<file path="src/rtl/gedf_pkg.sv">
`timescale 1ns / 1ps
`default_nettype none

package gedf_pkg;

   localparam int DEF_MAX_TASKS     = 64;
   localparam int DEF_NUM_CPUS      = 4;
   localparam int DEF_DEADLINE_BITS = 32;

   localparam int CMD_W = 2;
   localparam int OUT_W = 3;

   localparam logic [CMD_W-1:0] CMD_REGISTER = 2'd0;
   localparam logic [CMD_W-1:0] CMD_START    = 2'd1;
   localparam logic [CMD_W-1:0] CMD_COMPLETE = 2'd2;
   localparam logic [CMD_W-1:0] CMD_UNKNOWN  = 2'd3;

   localparam logic [OUT_W-1:0] OUT_REGISTERED = 3'd0;
   localparam logic [OUT_W-1:0] OUT_STARTED    = 3'd1;
   localparam logic [OUT_W-1:0] OUT_WAITING    = 3'd2;
   localparam logic [OUT_W-1:0] OUT_NEXT       = 3'd3;
   localparam logic [OUT_W-1:0] OUT_CPU_IDLE   = 3'd4;

endpackage

`default_nettype wire

</file>
<file path="src/rtl/gedf_ram.sv">
`timescale 1ns / 1ps
`default_nettype none

module gedf_ram #(
   parameter int WIDTH = 8,
   parameter int DEPTH = 64
) (
   input  wire logic                     clock,
   input  wire logic                     we,
   input  wire logic [$clog2(DEPTH)-1:0] waddr,
   input  wire logic [WIDTH-1:0]         wdata,
   input  wire logic [$clog2(DEPTH)-1:0] raddr,
   output logic      [WIDTH-1:0]         rdata
);

   logic [WIDTH-1:0] mem_ff [DEPTH];
   logic [WIDTH-1:0] rdata_ff;

   always_ff @(posedge clock) begin
      if (we) begin
         mem_ff[waddr] <= wdata;
      end
      rdata_ff <= mem_ff[raddr];
   end

   assign rdata = rdata_ff;

endmodule

`default_nettype wire

</file>
<file path="src/rtl/global_edf_dispatcher.sv">
// Global earliest-deadline-first dispatcher for a set of CPUs and tasks.
// The request channel (req_) carries one event word: a command, a task id
// and, for a job start, the job's absolute deadline. Every event with a
// known command and an id below MAX_TASKS gives exactly one response word
// on the rsp_ channel; other events are taken and dropped.
// Events are handled one at a time; req_stall stays high while one is at
// work. How long that takes depends on the queue walks: bookkeeping plus
// a walk over the run or wait queue entries on each removal and on each
// insertion, so it grows with the length of each queue touched. The walks
// go through the queue memories, one entry per memory read, and set the
// throughput.
// A finished response sits in an output register; the next event is taken
// and processed while it waits, and only the hand-over of the following
// response holds while rsp_stall is high.
// After reset the task attribute memory is cleared, one entry per cycle,
// through all MAX_TASKS entries; req_stall is high during that pass.
`timescale 1ns / 1ps
`default_nettype none

module global_edf_dispatcher #(
   parameter int MAX_TASKS     = gedf_pkg::DEF_MAX_TASKS,
   parameter int NUM_CPUS      = gedf_pkg::DEF_NUM_CPUS,
   parameter int DEADLINE_BITS = gedf_pkg::DEF_DEADLINE_BITS
) (
   input  wire logic                                   clock,
   input  wire logic                                   reset,
   input  wire logic                                   req_valid,
   output logic                                        req_stall,
   input  wire logic [gedf_pkg::CMD_W-1:0]             req_command,
   input  wire logic [$clog2(MAX_TASKS)-1:0]           req_task_id,
   input  wire logic [DEADLINE_BITS-1:0]               req_deadline,
   output logic                                        rsp_valid,
   input  wire logic                                   rsp_stall,
   output logic [gedf_pkg::OUT_W-1:0]                  rsp_outcome,
   output logic [$clog2(MAX_TASKS)-1:0]                rsp_moved_task,
   output logic [(NUM_CPUS > 1 ? $clog2(NUM_CPUS) : 1)-1:0] rsp_target_cpu,
   output logic                                        rsp_migrated,
   output logic                                        rsp_preempted_valid,
   output logic [$clog2(MAX_TASKS)-1:0]                rsp_preempted_task
);

   import gedf_pkg::*;

   localparam int TASK_W = $clog2(MAX_TASKS);
   localparam int CPU_W  = NUM_CPUS > 1 ? $clog2(NUM_CPUS) : 1;
   localparam int CNT_W  = $clog2(MAX_TASKS + 1);
   localparam int ATTR_W = CPU_W + 2;
   localparam int DL_W   = DEADLINE_BITS;

   typedef enum logic [3:0] {
      S_CLEAR, S_IDLE, S_ATTR, S_PRE_Q, S_PRE_D, S_COMMIT, S_OPS,
      S_Q_ADDR, S_Q_DATA, S_Q_DL, S_NX_Q, S_NX_D, S_RESP
   } state_type;

   state_type state_ff, state_in;

   logic [CMD_W-1:0]  cmd_ff, cmd_in;
   logic [TASK_W-1:0] t_ff, t_in;
   logic [DL_W-1:0]   d_ff, d_in;
   logic [CPU_W-1:0]  cput_ff, cput_in;
   logic              runt_ff, runt_in, waitt_ff, waitt_in;
   logic [CPU_W-1:0]  dst_ff, dst_in;
   logic              go_ff, go_in, phase_ff, phase_in;
   logic [3:0]        pend_ff, pend_in;
   logic [TASK_W-1:0] key_ff [4];
   logic [TASK_W-1:0] key_in [4];
   logic [DL_W-1:0]   k2d_ff, k2d_in, k3d_ff, k3d_in;
   logic [1:0]        sel_ff, sel_in;
   logic [CNT_W-1:0]  i_ff, i_in;
   logic              found_ff, found_in;
   logic [TASK_W-1:0] carry_ff, carry_in;
   logic [CNT_W-1:0]  rc_ff, rc_in, wc_ff, wc_in, clr_ff, clr_in;
   logic [NUM_CPUS-1:0] busy_ff, busy_in;

   logic [OUT_W-1:0]  res_out_ff, res_out_in;
   logic [TASK_W-1:0] res_mv_ff, res_mv_in, res_pt_ff, res_pt_in;
   logic [CPU_W-1:0]  res_cpu_ff, res_cpu_in;
   logic              res_mig_ff, res_mig_in, res_pv_ff, res_pv_in;

   logic              rsp_valid_ff, rsp_valid_in;
   logic [OUT_W-1:0]  rsp_out_ff, rsp_out_in;
   logic [TASK_W-1:0] rsp_mv_ff, rsp_mv_in, rsp_pt_ff, rsp_pt_in;
   logic [CPU_W-1:0]  rsp_cpu_ff, rsp_cpu_in;
   logic              rsp_mig_ff, rsp_mig_in, rsp_pv_ff, rsp_pv_in;

   logic              dl_we;
   logic [TASK_W-1:0] dl_waddr, dl_raddr;
   logic [DL_W-1:0]   dl_wdata, dl_rdata;
   logic              at_we;
   logic [TASK_W-1:0] at_waddr, at_raddr;
   logic [ATTR_W-1:0] at_wdata, at_rdata;
   logic              rq_we, wq_we;
   logic [TASK_W-1:0] rq_waddr, rq_raddr, wq_waddr, wq_raddr;
   logic [TASK_W-1:0] rq_wdata, rq_rdata, wq_wdata, wq_rdata;

   logic              q_we;
   logic [TASK_W-1:0] q_waddr, q_wdata, q_raddr, qrd, qkey;
   logic              q_rd, is_ins, use_rq;
   logic [CNT_W-1:0]  qcnt, i_next, i_prev;
   logic [DL_W-1:0]   qdx;
   logic              any_idle, tid_ok;
   logic [CPU_W-1:0]  low_idle, a_cpu;

   gedf_ram #(.WIDTH(DL_W), .DEPTH(MAX_TASKS)) u_dl_ram (
      .clock(clock), .we(dl_we), .waddr(dl_waddr), .wdata(dl_wdata),
      .raddr(dl_raddr), .rdata(dl_rdata)
   );

   gedf_ram #(.WIDTH(ATTR_W), .DEPTH(MAX_TASKS)) u_attr_ram (
      .clock(clock), .we(at_we), .waddr(at_waddr), .wdata(at_wdata),
      .raddr(at_raddr), .rdata(at_rdata)
   );

   gedf_ram #(.WIDTH(TASK_W), .DEPTH(MAX_TASKS)) u_run_ram (
      .clock(clock), .we(rq_we), .waddr(rq_waddr), .wdata(rq_wdata),
      .raddr(rq_raddr), .rdata(rq_rdata)
   );

   gedf_ram #(.WIDTH(TASK_W), .DEPTH(MAX_TASKS)) u_wait_ram (
      .clock(clock), .we(wq_we), .waddr(wq_waddr), .wdata(wq_wdata),
      .raddr(wq_raddr), .rdata(wq_rdata)
   );

   always_comb begin
      any_idle = 1'b0;
      low_idle = '0;
      for (int c = NUM_CPUS - 1; c >= 0; c--) begin
         if (!busy_ff[c]) begin
            any_idle = 1'b1;
            low_idle = CPU_W'(c);
         end
      end
   end

   assign tid_ok = 32'(req_task_id) < MAX_TASKS;
   assign a_cpu  = at_rdata[ATTR_W-1:2];
   assign is_ins = sel_ff[1];
   assign use_rq = (sel_ff == 2'd0) || (sel_ff == 2'd3);
   assign qcnt   = use_rq ? rc_ff : wc_ff;
   assign qrd    = use_rq ? rq_rdata : wq_rdata;
   assign qkey   = key_ff[sel_ff];
   assign qdx    = sel_ff[0] ? k3d_ff : k2d_ff;
   assign i_next = i_ff + CNT_W'(1);
   assign i_prev = i_ff - CNT_W'(1);

   always_comb begin
      state_in = state_ff;
      cmd_in = cmd_ff; t_in = t_ff; d_in = d_ff;
      cput_in = cput_ff; runt_in = runt_ff; waitt_in = waitt_ff;
      dst_in = dst_ff; go_in = go_ff; phase_in = phase_ff; pend_in = pend_ff;
      for (int k = 0; k < 4; k++) begin
         key_in[k] = key_ff[k];
      end
      k2d_in = k2d_ff; k3d_in = k3d_ff; sel_in = sel_ff;
      i_in = i_ff; found_in = found_ff; carry_in = carry_ff;
      rc_in = rc_ff; wc_in = wc_ff; clr_in = clr_ff; busy_in = busy_ff;
      res_out_in = res_out_ff; res_mv_in = res_mv_ff; res_pt_in = res_pt_ff;
      res_cpu_in = res_cpu_ff; res_mig_in = res_mig_ff; res_pv_in = res_pv_ff;
      rsp_valid_in = rsp_valid_ff;
      rsp_out_in = rsp_out_ff; rsp_mv_in = rsp_mv_ff; rsp_pt_in = rsp_pt_ff;
      rsp_cpu_in = rsp_cpu_ff; rsp_mig_in = rsp_mig_ff; rsp_pv_in = rsp_pv_ff;

      dl_we = 1'b0; dl_waddr = t_ff; dl_wdata = d_ff; dl_raddr = '0;
      at_we = 1'b0; at_waddr = t_ff; at_wdata = '0; at_raddr = '0;
      q_we = 1'b0; q_waddr = '0; q_wdata = '0; q_raddr = '0; q_rd = 1'b0;
      rq_raddr = '0; wq_raddr = '0;

      if (rsp_valid_ff && !rsp_stall) begin
         rsp_valid_in = 1'b0;
      end

      unique case (state_ff)
         S_CLEAR: begin
            at_we = 1'b1;
            at_waddr = clr_ff[TASK_W-1:0];
            clr_in = clr_ff + CNT_W'(1);
            if (clr_ff == CNT_W'(MAX_TASKS - 1)) begin
               state_in = S_IDLE;
            end
         end
         S_IDLE: begin
            if (req_valid && req_command != CMD_UNKNOWN && tid_ok) begin
               cmd_in = req_command;
               t_in = req_task_id;
               d_in = req_deadline;
               at_raddr = req_task_id;
               dl_we = req_command == CMD_START;
               dl_waddr = req_task_id;
               dl_wdata = req_deadline;
               phase_in = 1'b0;
               pend_in = '0;
               res_out_in = OUT_REGISTERED;
               res_mv_in = '0; res_pt_in = '0; res_cpu_in = '0;
               res_mig_in = 1'b0; res_pv_in = 1'b0;
               state_in = S_ATTR;
            end
         end
         S_ATTR: begin
            cput_in = a_cpu;
            runt_in = at_rdata[0];
            waitt_in = at_rdata[1];
            state_in = S_OPS;
            unique case (cmd_ff)
               CMD_REGISTER: begin
                  pend_in = {2'b00, at_rdata[1], at_rdata[0]};
                  key_in[0] = t_ff;
                  key_in[1] = t_ff;
                  at_we = 1'b1;
               end
               CMD_START: begin
                  state_in = S_COMMIT;
                  go_in = 1'b1;
                  if (!busy_ff[a_cpu]) begin
                     dst_in = a_cpu;
                  end else if (any_idle) begin
                     dst_in = low_idle;
                  end else if (rc_ff != '0) begin
                     rq_raddr = TASK_W'(rc_ff - CNT_W'(1));
                     state_in = S_PRE_Q;
                  end else begin
                     go_in = 1'b0;
                  end
               end
               CMD_COMPLETE: begin
                  if (at_rdata[1]) begin
                     pend_in[1] = 1'b1;
                     key_in[1] = t_ff;
                     at_we = 1'b1;
                     at_wdata = {a_cpu, 1'b0, at_rdata[0]};
                  end else if (at_rdata[0]) begin
                     pend_in[0] = 1'b1;
                     key_in[0] = t_ff;
                     at_we = 1'b1;
                     at_wdata = {a_cpu, 2'b00};
                  end
               end
               default: state_in = S_IDLE;
            endcase
         end
         S_PRE_Q: begin
            key_in[0] = rq_rdata;
            dl_raddr = rq_rdata;
            at_raddr = rq_rdata;
            state_in = S_PRE_D;
         end
         S_PRE_D: begin
            state_in = S_COMMIT;
            if (dl_rdata > d_ff) begin
               pend_in[0] = 1'b1;
               if (!at_rdata[1]) begin
                  pend_in[2] = 1'b1;
                  key_in[2] = key_ff[0];
                  k2d_in = dl_rdata;
               end
               at_we = 1'b1;
               at_waddr = key_ff[0];
               at_wdata = {a_cpu, 2'b10};
               dst_in = a_cpu;
               go_in = 1'b1;
               res_pv_in = 1'b1;
               res_pt_in = key_ff[0];
            end else begin
               go_in = 1'b0;
            end
         end
         S_COMMIT: begin
            at_we = 1'b1;
            state_in = S_OPS;
            if (go_ff) begin
               busy_in[dst_ff] = 1'b1;
               if (!runt_ff) begin
                  pend_in[3] = 1'b1;
                  key_in[3] = t_ff;
                  k3d_in = d_ff;
               end
               at_wdata = {dst_ff, waitt_ff, 1'b1};
               res_out_in = OUT_STARTED;
               res_mv_in = t_ff;
               res_cpu_in = dst_ff;
               res_mig_in = cput_ff != dst_ff;
            end else begin
               if (!waitt_ff) begin
                  pend_in[2] = 1'b1;
                  key_in[2] = t_ff;
                  k2d_in = d_ff;
               end
               at_wdata = {cput_ff, 1'b1, runt_ff};
               res_out_in = OUT_WAITING;
            end
         end
         S_OPS: begin
            if (pend_ff == '0) begin
               state_in = S_RESP;
               if (cmd_ff == CMD_COMPLETE && !phase_ff) begin
                  phase_in = 1'b1;
                  if (wc_ff != '0) begin
                     state_in = S_NX_Q;
                  end else begin
                     busy_in[cput_ff] = 1'b0;
                     res_out_in = OUT_CPU_IDLE;
                     res_cpu_in = cput_ff;
                  end
               end
            end else begin
               sel_in = pend_ff[0] ? 2'd0 : pend_ff[1] ? 2'd1 : pend_ff[2] ? 2'd2 : 2'd3;
               i_in = '0;
               found_in = 1'b0;
               state_in = S_Q_ADDR;
            end
         end
         S_Q_ADDR: begin
            if (i_ff == qcnt) begin
               if (is_ins) begin
                  q_we = 1'b1;
                  q_waddr = qcnt[TASK_W-1:0];
                  q_wdata = found_ff ? carry_ff : qkey;
                  if (use_rq) rc_in = rc_ff + CNT_W'(1);
                  else wc_in = wc_ff + CNT_W'(1);
               end else if (found_ff) begin
                  if (use_rq) rc_in = rc_ff - CNT_W'(1);
                  else wc_in = wc_ff - CNT_W'(1);
               end
               pend_in[sel_ff] = 1'b0;
               state_in = S_OPS;
            end else begin
               q_rd = 1'b1;
               q_raddr = i_ff[TASK_W-1:0];
               state_in = S_Q_DATA;
            end
         end
         S_Q_DATA: begin
            state_in = S_Q_ADDR;
            if (is_ins) begin
               if (found_ff) begin
                  q_we = 1'b1;
                  q_waddr = i_ff[TASK_W-1:0];
                  q_wdata = carry_ff;
                  carry_in = qrd;
                  i_in = i_next;
               end else begin
                  dl_raddr = qrd;
                  carry_in = qrd;
                  state_in = S_Q_DL;
               end
            end else begin
               if (found_ff) begin
                  q_we = 1'b1;
                  q_waddr = i_prev[TASK_W-1:0];
                  q_wdata = qrd;
               end else if (qrd == qkey) begin
                  found_in = 1'b1;
               end
               i_in = i_next;
            end
         end
         S_Q_DL: begin
            if (qdx < dl_rdata) begin
               found_in = 1'b1;
               q_we = 1'b1;
               q_waddr = i_ff[TASK_W-1:0];
               q_wdata = qkey;
            end
            i_in = i_next;
            state_in = S_Q_ADDR;
         end
         S_NX_Q: begin
            key_in[1] = wq_rdata;
            dl_raddr = wq_rdata;
            at_raddr = wq_rdata;
            state_in = S_NX_D;
         end
         S_NX_D: begin
            pend_in[1] = 1'b1;
            if (!at_rdata[0]) begin
               pend_in[3] = 1'b1;
               key_in[3] = key_ff[1];
               k3d_in = dl_rdata;
            end
            at_we = 1'b1;
            at_waddr = key_ff[1];
            at_wdata = {cput_ff, 2'b01};
            res_out_in = OUT_NEXT;
            res_mv_in = key_ff[1];
            res_cpu_in = cput_ff;
            res_mig_in = a_cpu != cput_ff;
            state_in = S_OPS;
         end
         S_RESP: begin
            if (!rsp_valid_ff || !rsp_stall) begin
               rsp_valid_in = 1'b1;
               rsp_out_in = res_out_ff;
               rsp_mv_in = res_mv_ff;
               rsp_cpu_in = res_cpu_ff;
               rsp_mig_in = res_mig_ff;
               rsp_pv_in = res_pv_ff;
               rsp_pt_in = res_pt_ff;
               state_in = S_IDLE;
            end
         end
         default: state_in = S_IDLE;
      endcase

      rq_we = q_we && use_rq;
      wq_we = q_we && !use_rq;
      rq_waddr = q_waddr;
      wq_waddr = q_waddr;
      rq_wdata = q_wdata;
      wq_wdata = q_wdata;
      if (q_rd) begin
         rq_raddr = q_raddr;
         wq_raddr = q_raddr;
      end
   end

   always_ff @(posedge clock) begin
      if (reset) begin
         state_ff <= S_CLEAR;
         clr_ff <= '0;
         rc_ff <= '0;
         wc_ff <= '0;
         busy_ff <= '0;
         pend_ff <= '0;
         rsp_valid_ff <= 1'b0;
      end else begin
         state_ff <= state_in;
         clr_ff <= clr_in;
         rc_ff <= rc_in;
         wc_ff <= wc_in;
         busy_ff <= busy_in;
         pend_ff <= pend_in;
         rsp_valid_ff <= rsp_valid_in;
      end
      cmd_ff <= cmd_in; t_ff <= t_in; d_ff <= d_in;
      cput_ff <= cput_in; runt_ff <= runt_in; waitt_ff <= waitt_in;
      dst_ff <= dst_in; go_ff <= go_in; phase_ff <= phase_in;
      for (int k = 0; k < 4; k++) begin
         key_ff[k] <= key_in[k];
      end
      k2d_ff <= k2d_in; k3d_ff <= k3d_in; sel_ff <= sel_in;
      i_ff <= i_in; found_ff <= found_in; carry_ff <= carry_in;
      res_out_ff <= res_out_in; res_mv_ff <= res_mv_in; res_pt_ff <= res_pt_in;
      res_cpu_ff <= res_cpu_in; res_mig_ff <= res_mig_in; res_pv_ff <= res_pv_in;
      rsp_out_ff <= rsp_out_in; rsp_mv_ff <= rsp_mv_in; rsp_pt_ff <= rsp_pt_in;
      rsp_cpu_ff <= rsp_cpu_in; rsp_mig_ff <= rsp_mig_in; rsp_pv_ff <= rsp_pv_in;
   end

   assign req_stall           = state_ff != S_IDLE;
   assign rsp_valid           = rsp_valid_ff;
   assign rsp_outcome         = rsp_out_ff;
   assign rsp_moved_task      = rsp_mv_ff;
   assign rsp_target_cpu      = rsp_cpu_ff;
   assign rsp_migrated        = rsp_mig_ff;
   assign rsp_preempted_valid = rsp_pv_ff;
   assign rsp_preempted_task  = rsp_pt_ff;

`ifndef SYNTHESIS
   a_counts_bounded: assert property (@(posedge clock) disable iff (reset)
      32'(rc_ff) <= MAX_TASKS && 32'(wc_ff) <= MAX_TASKS)
      else $error("queue count above capacity");

   a_walk_in_range: assert property (@(posedge clock) disable iff (reset)
      state_ff == S_Q_ADDR |-> i_ff <= qcnt)
      else $error("queue walk past the fill level");

   a_preempt_only_on_start: assert property (@(posedge clock) disable iff (reset)
      rsp_valid && rsp_preempted_valid |-> rsp_outcome == OUT_STARTED)
      else $error("preemption reported without a start");

   a_resp_from_idle: assert property (@(posedge clock) disable iff (reset)
      state_ff == S_RESP && (!rsp_valid_ff || !rsp_stall) |=> rsp_valid && state_ff == S_IDLE)
      else $error("response not handed over");
`endif

endmodule

`default_nettype wire

</file>
<file path="config.mk">
export PLATFORM = sky130hd
export DESIGN_NAME = global_edf_dispatcher
export DESIGN_NICKNAME = d
export VERILOG_FILES = /design/src/rtl/gedf_pkg.sv /design/src/rtl/gedf_ram.sv /design/src/rtl/global_edf_dispatcher.sv
export SDC_FILE = /design/constraint.sdc
export NUM_CORES = 2
export LEC_CHECK = 0
export ABC_AREA = 1
export BUFFER_PORTS_ARGS = -buffer_cell sky130_fd_sc_hd__buf_2
export CAP_MARGIN = 25
export CORE_AREA = 2 2 501 503
export CTS_CLUSTER_DIAMETER = 80
export DETAILED_ROUTE_END_ITERATION = 8
export DIE_AREA = 0 0 503 505
export PLACE_DENSITY = 0.75
export RECOVER_POWER = 50
export REMOVE_ABC_BUFFERS = 1
export SETUP_SLACK_MARGIN = 0.15
export SLEW_MARGIN = 20
export SYNTH_ARGS = -nofsm -noshare
export SYNTH_HDL_FRONTEND = slang
export SYNTH_SLANG_ARGS = --single-unit
export TNS_END_PERCENT = 5
</file>
<file path="constraint.sdc">
create_clock -name clock -period 7.5 [get_ports clock]
set_input_delay 1.125 -clock clock [delete_from_list [all_inputs] [get_ports clock]]
set_output_delay 1.125 -clock clock [all_outputs]
set_load 0.02 [all_outputs]
</file>
==> Word level (Yosys, flattened, before mapping) <==
Memory sizes are Yosys's and may differ from the RTL's. A register that Yosys moved wholly into a read port is not among the register bits.
Index checks and enable logic that the tools add are counted.
{ "word_totals": {"input_bits": 44, "ramBits": 3096, "register_bits": 200, "elab_cells": 391, "out_inout_bits": 21, "n_memories": 5} }
{ "classes": {"bitwise": 7, "n_reduce_logical": 64, "n_eq_ne": 57, "magnitude_cmp": 9, "addsub": 7, "mux": 204} }
{ "mem_list": {"columns": ["name", "depth", "width", "rd", "rd_clocked_by_memory_dff", "wr", "line", "rtl"], "rows": [
  ["u_dl_ram.mem_ff", 64, 32, 1, 1, 1, "gedf_ram.sv:16", "logic [WIDTH-1:0] mem_ff [DEPTH];"],
  ["u_run_ram.mem_ff", 64, 6, 1, 1, 1, "gedf_ram.sv:16", null],
  ["u_wait_ram.mem_ff", 64, 6, 1, 1, 1, "gedf_ram.sv:16", null],
  ["u_attr_ram.mem_ff", 64, 4, 1, 1, 1, "gedf_ram.sv:16", null],
  ["key_ff", 4, 6, 3, 0, 3, "global_edf_dispatcher.sv:65", "logic [TASK_W-1:0] key_ff [4];"]
]} }
{ "ops": {"columns": ["operator", "count"], "rows": [
  ["$mux W32", 10],
  ["$mux W6", 43],
  ["$pmux W32 S2", 2],
  ["$pmux W6 S3", 6],
  ["$mux W7", 12],
  ["$mux W4", 18],
  ["$pmux W6 S2", 5],
  ["$mux W1", 57],
  ["$ne A2 B2 Y1 const B", 24],
  ["$pmux W4 S12", 1],
  ["$gt A32 B32 Y1", 1],
  ["$lt A32 B32 Y1", 1],
  ["$mux W2", 16],
  ["$add A7 B1 Y7 const B", 4],
  ["$reduce_and A4 Y1", 7],
  ["$mux W3", 9],
  ["$reduce_and A5 Y1", 5],
  ["$pmux W12 S2", 1],
  ["$pmux W7 S3", 1],
  ["$eq A4 B4 Y1 const B", 5],
  ["$ne A3 B3 Y1 const B", 6],
  ["$eq A4 B3 Y1 const B", 4],
  ["$pmux W4 S4", 1],
  ["$reduce_and A7 Y1", 2],
  ["47 further kinds", 107]
]} }

==> Depth between registers and ports, before layout <==
{ "logic_depth": {"depth_word": 10, "depth_mapped": 24, "depth_no_buf": 22} }

==> By module <==
A second synthesis with hierarchy kept.
{ "unflattened": {"cells_unflattened": 12136, "area_unflattened_um2": 138630.5} }
{ "by_module_without_submodules": {"columns": ["module", "seq_area_each_um2", "area_each_um2", "instances", "cells_per_inst"], "rows": [
  ["gedf_ram at u_dl_ram", 62139.6, 82785.6, 1, 6785],
  ["gedf_ram at u_run_ram ...", 11651.2, 15930.3, 2, 1376],
  ["global_edf_dispatcher", 6005.8, 13072.5, 1, 1634],
  ["gedf_ram at u_attr_ram", 7767.4, 10911.7, 1, 965]
]} }

==> Worst setup path after synthesis <==
Ideal clock, no wire load.
{ "synth_path": {"kind": "register to register", "start": "register sel_ff[0]", "end": "memory u_run_ram.mem_ff[0][0] in the netlist's numbering (data pin)", "stages_incl_launch_ff": 18, "t_arrival_ns": 6.106, "required_time_ns": 6.579, "setup_ns": 0.921, "slack_ns": 0.473, "synth_period_minus_slack_ns": 7.027, "n_path_buf": 2, "path_cell_list": "edfxtp_1 -> inv_2 -> clkbuf_1 -> clkbuf_1 -> nand2_1 -> nand2_1 -> ha_1 -> a21oi_1 -> nor2_1 -> a211oi_1 -> nand2_1 -> nand2_1 -> nand2_1 -> nand2_1 -> nand2_1 -> nor2_1 -> inv_1 -> o221ai_1"} }
{ "synth_between": {"elab_chain_cells": 6, "elab_cells_between_ends": 16, "classes_between": "order compare: 1; eq/ne: 2; mux: 10; reduce/logical: 2; memory: 1"} }
{ "synth_lines": {"columns": ["item", "line", "rtl"], "rows": [
  ["start, declared", "global_edf_dispatcher.sv:68", "logic [1:0] sel_ff, sel_in;"],
  ["start signal, assigned", "global_edf_dispatcher.sv:439", "k2d_ff <= k2d_in; k3d_ff <= k3d_in; sel_ff <= sel_in;"],
  ["parallel branches: the longest is 5 deep, another holds $lt A32 B32 Y1", null, null],
  ["$pmux W6 S3 *", "global_edf_dispatcher.sv:172", "unique case (state_ff)"],
  ["via q_wdata[0]", "global_edf_dispatcher.sv:97", "logic [TASK_W-1:0] q_waddr, q_wdata, q_raddr, qrd, qkey;"],
  ["end, declared", "gedf_ram.sv:16", null]
]} }
Mark *: on every way through the listed nets, which the timed path passes.

==> Worst setup path after layout <==
{ "layout_path": {"start": "register state_ff[3]", "end": "memory u_dl_ram.mem_ff[12][15] in the netlist's numbering (data pin)"} }
{ "layout_between": {"elab_chain_cells": 2} }
{ "layout_lines": {"columns": ["item", "line", "rtl"], "rows": [
  ["start, declared", "global_edf_dispatcher.sv:55", "state_type state_ff, state_in;"],
  ["start signal, assigned", "global_edf_dispatcher.sv:425", "state_ff <= state_in;"],
  ["$eq A4 B1 Y1", "global_edf_dispatcher.sv:172", null],
  ["$mux W32", null, null],
  ["end, declared", "gedf_ram.sv:16", null]
]} }
Every way passes these cells.

==> summary.md <==
| Metric | Value |
|---|---|
| Commonest non-fill, non-tap cells in the layout | `3224 x edfxtp_1, 1251 x o211ai_1, 1232 x nand2_1, 1006 x nor2_1, 917 x nand3_1` |
| Failing checks | `max-capacitance violations, max-slew violations` |
| Synth unique cells | `59` |
| Synth Area in Simple Gates | `0.126` |
| Post-synthesis xor/xnor area fraction | `0.00112` |
| Peak supply drop | `269 uV` |
| Post-CTS Repair Setup Buffers | `0` |
| Register-to-register setup slack | `0.84 ns` |
| Main combinational cell family by area after synthesis | `simple AND/OR/NAND/NOR gates` |
| Total of flip-flops plus latches after synthesis | `3344` |
| Crit path cell chain | `nor2_1 -> nand2_1 -> nor2_1 -> clkbuf_1 -> clkbuf_2 -> nand2_1 -> o21ai_4 -> clkbuf_2` |
| Share of cells above drive strength 1 | `0.122` |
| Relative slew slack | `-1.76` |
| Post-synth ARST share | `0` |
| Fmax | `about 150 MHz` |
| Sequential area share after synthesis | `0.704` |
| Final Cycle Share | `0.887` |
| Avg Synthesized Cell Area | `between 10 and 15 sq um` |
| Critical path class | `flop to flop` |
| DPL Wire Length | `237 mm` |
| Synth top area share | `0.687` |
| Rows | `between 150 and 200` |
| Starting Density | `0.568` |
| Commonest non-fill, non-tap cell in the layout | `edfxtp_1` |
| Largest net degree at the start of global routing | `251` |
| Area contributors post-synth | `edfxtp_1 69%, o211ai_1 6.7%, nand2_1 3.3%, nand3_1 3.3%, nor2_1 2.8%` |
| Reg2Reg Depth | `8` |
| Hold slack | `0.409 ns` |
| DRC viols | `0` |
| End of the worst register-to-register path | `u_dl_ram.mem_ff[12][15]$_DFFE_PP_` |
| Antenna violations before repair | `24` |
| Unrepaired setup endpoints after global routing | `no` |
| Reg2reg start | `state_ff[3]$_SDFFE_PP0P_` |
| Clock-pin slew of the registers on the worst-case setup and hold paths | `0.06 ns` |
| Starting DRT DRC Count | `15300` |
| CP Max Fanout | `48` |
| PnR worst setup slack | `0.844 ns` |
| Global-route wire length before repair | `578 mm` |
| Vias | `approximately 95000` |
| Die Ht | `a little over 500 um` |
| Power per cell area | `247 nW/um^2` |
| Complex-gate fraction of the synthesized area | `0.118` |
| Hold Path Class | `flop to flop` |
| Vias in the first global route | `89700` |
| Critical Path AT | `7.22 ns` |
| Aggregate global-route resource usage | `0.305` |
| Die area | `about 250000 sq um` |
| Root buf cell | `clkbuf_16` |
| Place WS | `between 1.5 and 2 ns` |
| Tmin final | `roughly 6.7 ns` |
| CTS tree | `built` |
| Routability cong. | `roughly 0.95` |
| Die width | `503 um` |
| Io pins | `between 60 and 70` |
| Clock Skews | `around 0.082 ns` |
| MaxCap Viol Count | `24` |
| Slew Limit Fails | `938` |
| Final setup fails | `0` |
| Synth area leader | `edfxtp_1` |
| Adder-cell share of the synthesized area | `0.00707` |
| Worst-margin pin slew | `just over 4 ns` |
| Hold Fails Final Rpt | `0` |
| # hold bufs at CTS | `0` |
| Core outline area | `248000 sq um` |
| Post-cts resize count | `0` |
| Crit path launch | `state_ff[3]$_SDFFE_PP0P_` |
| Layout net count | `about 11000` |
| Post-synth EDFFs | `3224` |
| Synth warn | `0` |
| Synthesized cell area | `141000 sq um` |
| Status | `finished with violations` |
| DR vias/cell | `6.37` |
| Setup crit end | `u_dl_ram.mem_ff[12][15]$_DFFE_PP_` |
| Routed WL per cell | `between 20 and 30 um` |
| I/O Buffers | `64` |
| Multiplexer share of the synthesized area | `0` |
| CP startpoint kind | `flop` |
| Clock latency at the later pin of the worst-skew pair | `about 0.99 ns` |
| Leakage | `52.5 nW` |
| Deepest clock path buffer count | `4` |
| H-tree depth | `5` |
| Worst setup EP type | `flop` |
| Max incr delay on CP | `1.45 ns` |
| Clock sinks | `around 3300` |
| Post-Route WL | `395 mm` |
| CTS Buf Count | `341` |
| Routed Antenna Nets | `0` |
| Area Overhead vs Synth | `11.1%` |
| Slowest stage cell, crit path | `clkbuf_1` |
| GRT overflow | `0` |
| Most used flip-flop cell after synthesis | `edfxtp_1` |
| Drt first pass iters | `8` |
| Cells after Synth | `11300` |
| WP data required | `a little over 8 ns` |
layout make-up:
type                    instances  area (sq um)
diodes                         13          32.5
clock buffers                 431          9100
clock inverters               173          1690
fillers                     17800         91600
inverters                     798          3010
multi-input cells            6423         36300
flip-flops and latches       3344         99200
well taps                    3330          4170
repair buffers                322          3140
registers in the layout, summed over array words and instances (netlist names), 6 cells and up:
register,cells
u_attr_ram.mem_ff,256
key_ff,24
res_mv_ff,6
rc_ff,7
t_ff,6
u_run_ram.mem_ff,384
k3d_ff,32
i_ff,7
u_run_ram.rdata,6
rsp_preempted_task,6
clr_ff,7
d_ff,32
u_dl_ram.mem_ff,2048
res_pt_ff,6
carry_ff,6
k2d_ff,32
rsp_moved_task,6
wc_ff,7
u_wait_ram.rdata,6
u_dl_ram.rdata,32
u_wait_ram.mem_ff,384
Yosys cell counts (124+ instances only):
cell and n:
o31ai_1 124, o211ai_1 1251, edfxtp_1 3224, nand3_1 917, nor2_1 1042, o21ai_0 399
buf_2 240, or2_2 522, nand2_1 1237, o21bai_1 391, inv_1 778, clkbuf_1 403
metrics by stage:
step | cell area (sq um) | power, mW | TNS [ns] | std cells | utilization
5_1_grt | 157000 | 39.4 | 0 | 14800 | 0.631
3_5_place_dp | 146000 | 22.4 | 0 | 14200 | 0.589
2_1_floorplan | 138000 | 21.8 | -560.50 | 10600 | -
6_report | 157000 | 38.6 | 0 | 14800 | 0.631
3_3_place_gp | 145000 | 22.3 | 0 | 14200 | 0.586
4_1_cts | 157000 | 38.7 | 0 | 14800 | 0.632
per-layer routing:
metal  part of all wire  wire, um  vias to the layer above  track usage
met2               0.44    174000                     6186        0.449
li1                   -         -                    41100            -
met5            0.00014        56                        -            0
met4              0.043     16900                        8        0.118
met1               0.39    153000                    46400        0.438
met3               0.13     50900                      906       0.0752
report_power, final:
group | switching [mW] | total [mW] | internal (mW)
registers | 0.0382 | 20.9 | 20.9
logic | 0.989 | 1.11 | 0.120
clock network | 6.96 | 16.6 | 9.64
total | 7.99 | 38.6 | 30.6
kinds of logic (layout without fill, tap and decap cells):
family                   after synthesis  after routing
buffers and inverters               1528           1724
flip-flops                          3344           3344
adder cells (fa/ha/maj)               79             79
XOR/XNOR                              18             18
AND/OR/NAND/NOR                     3933           3933
other                                  0             13
AO/OA/AOI/OAI                       2393           2393
how the worst min path moves through the flow:
stage                               start                               to  slack (ns)  depth (start not counted)
5_1_grt            res_mv_ff[2]$_DFFE_PP_      rsp_moved_task[2]$_DFFE_PP_        0.40                          0
3_5_place_dp   res_pt_ff[0]$_SDFFCE_PN0P_  rsp_preempted_task[0]$_DFFE_PP_        0.41                          0
4_1_cts            res_mv_ff[2]$_DFFE_PP_      rsp_moved_task[2]$_DFFE_PP_        0.41                          0
2_1_floorplan    res_mig_ff$_SDFFCE_PP0P_           rsp_migrated$_DFFE_PP_        0.40                          0
3_3_place_gp   res_pt_ff[4]$_SDFFCE_PN0P_  rsp_preempted_task[4]$_DFFE_PP_        0.41                          0
6_report           res_mv_ff[2]$_DFFE_PP_      rsp_moved_task[2]$_DFFE_PP_        0.41                          0
critical path, delay by kind of cell (launching register included):
family	cells	cell delay, ns
simple gates	4	1.50
buf+inv	3	3.85
compound gates	1	0.42
flops	1	0.36
Power figures use the tool's default switching activity.
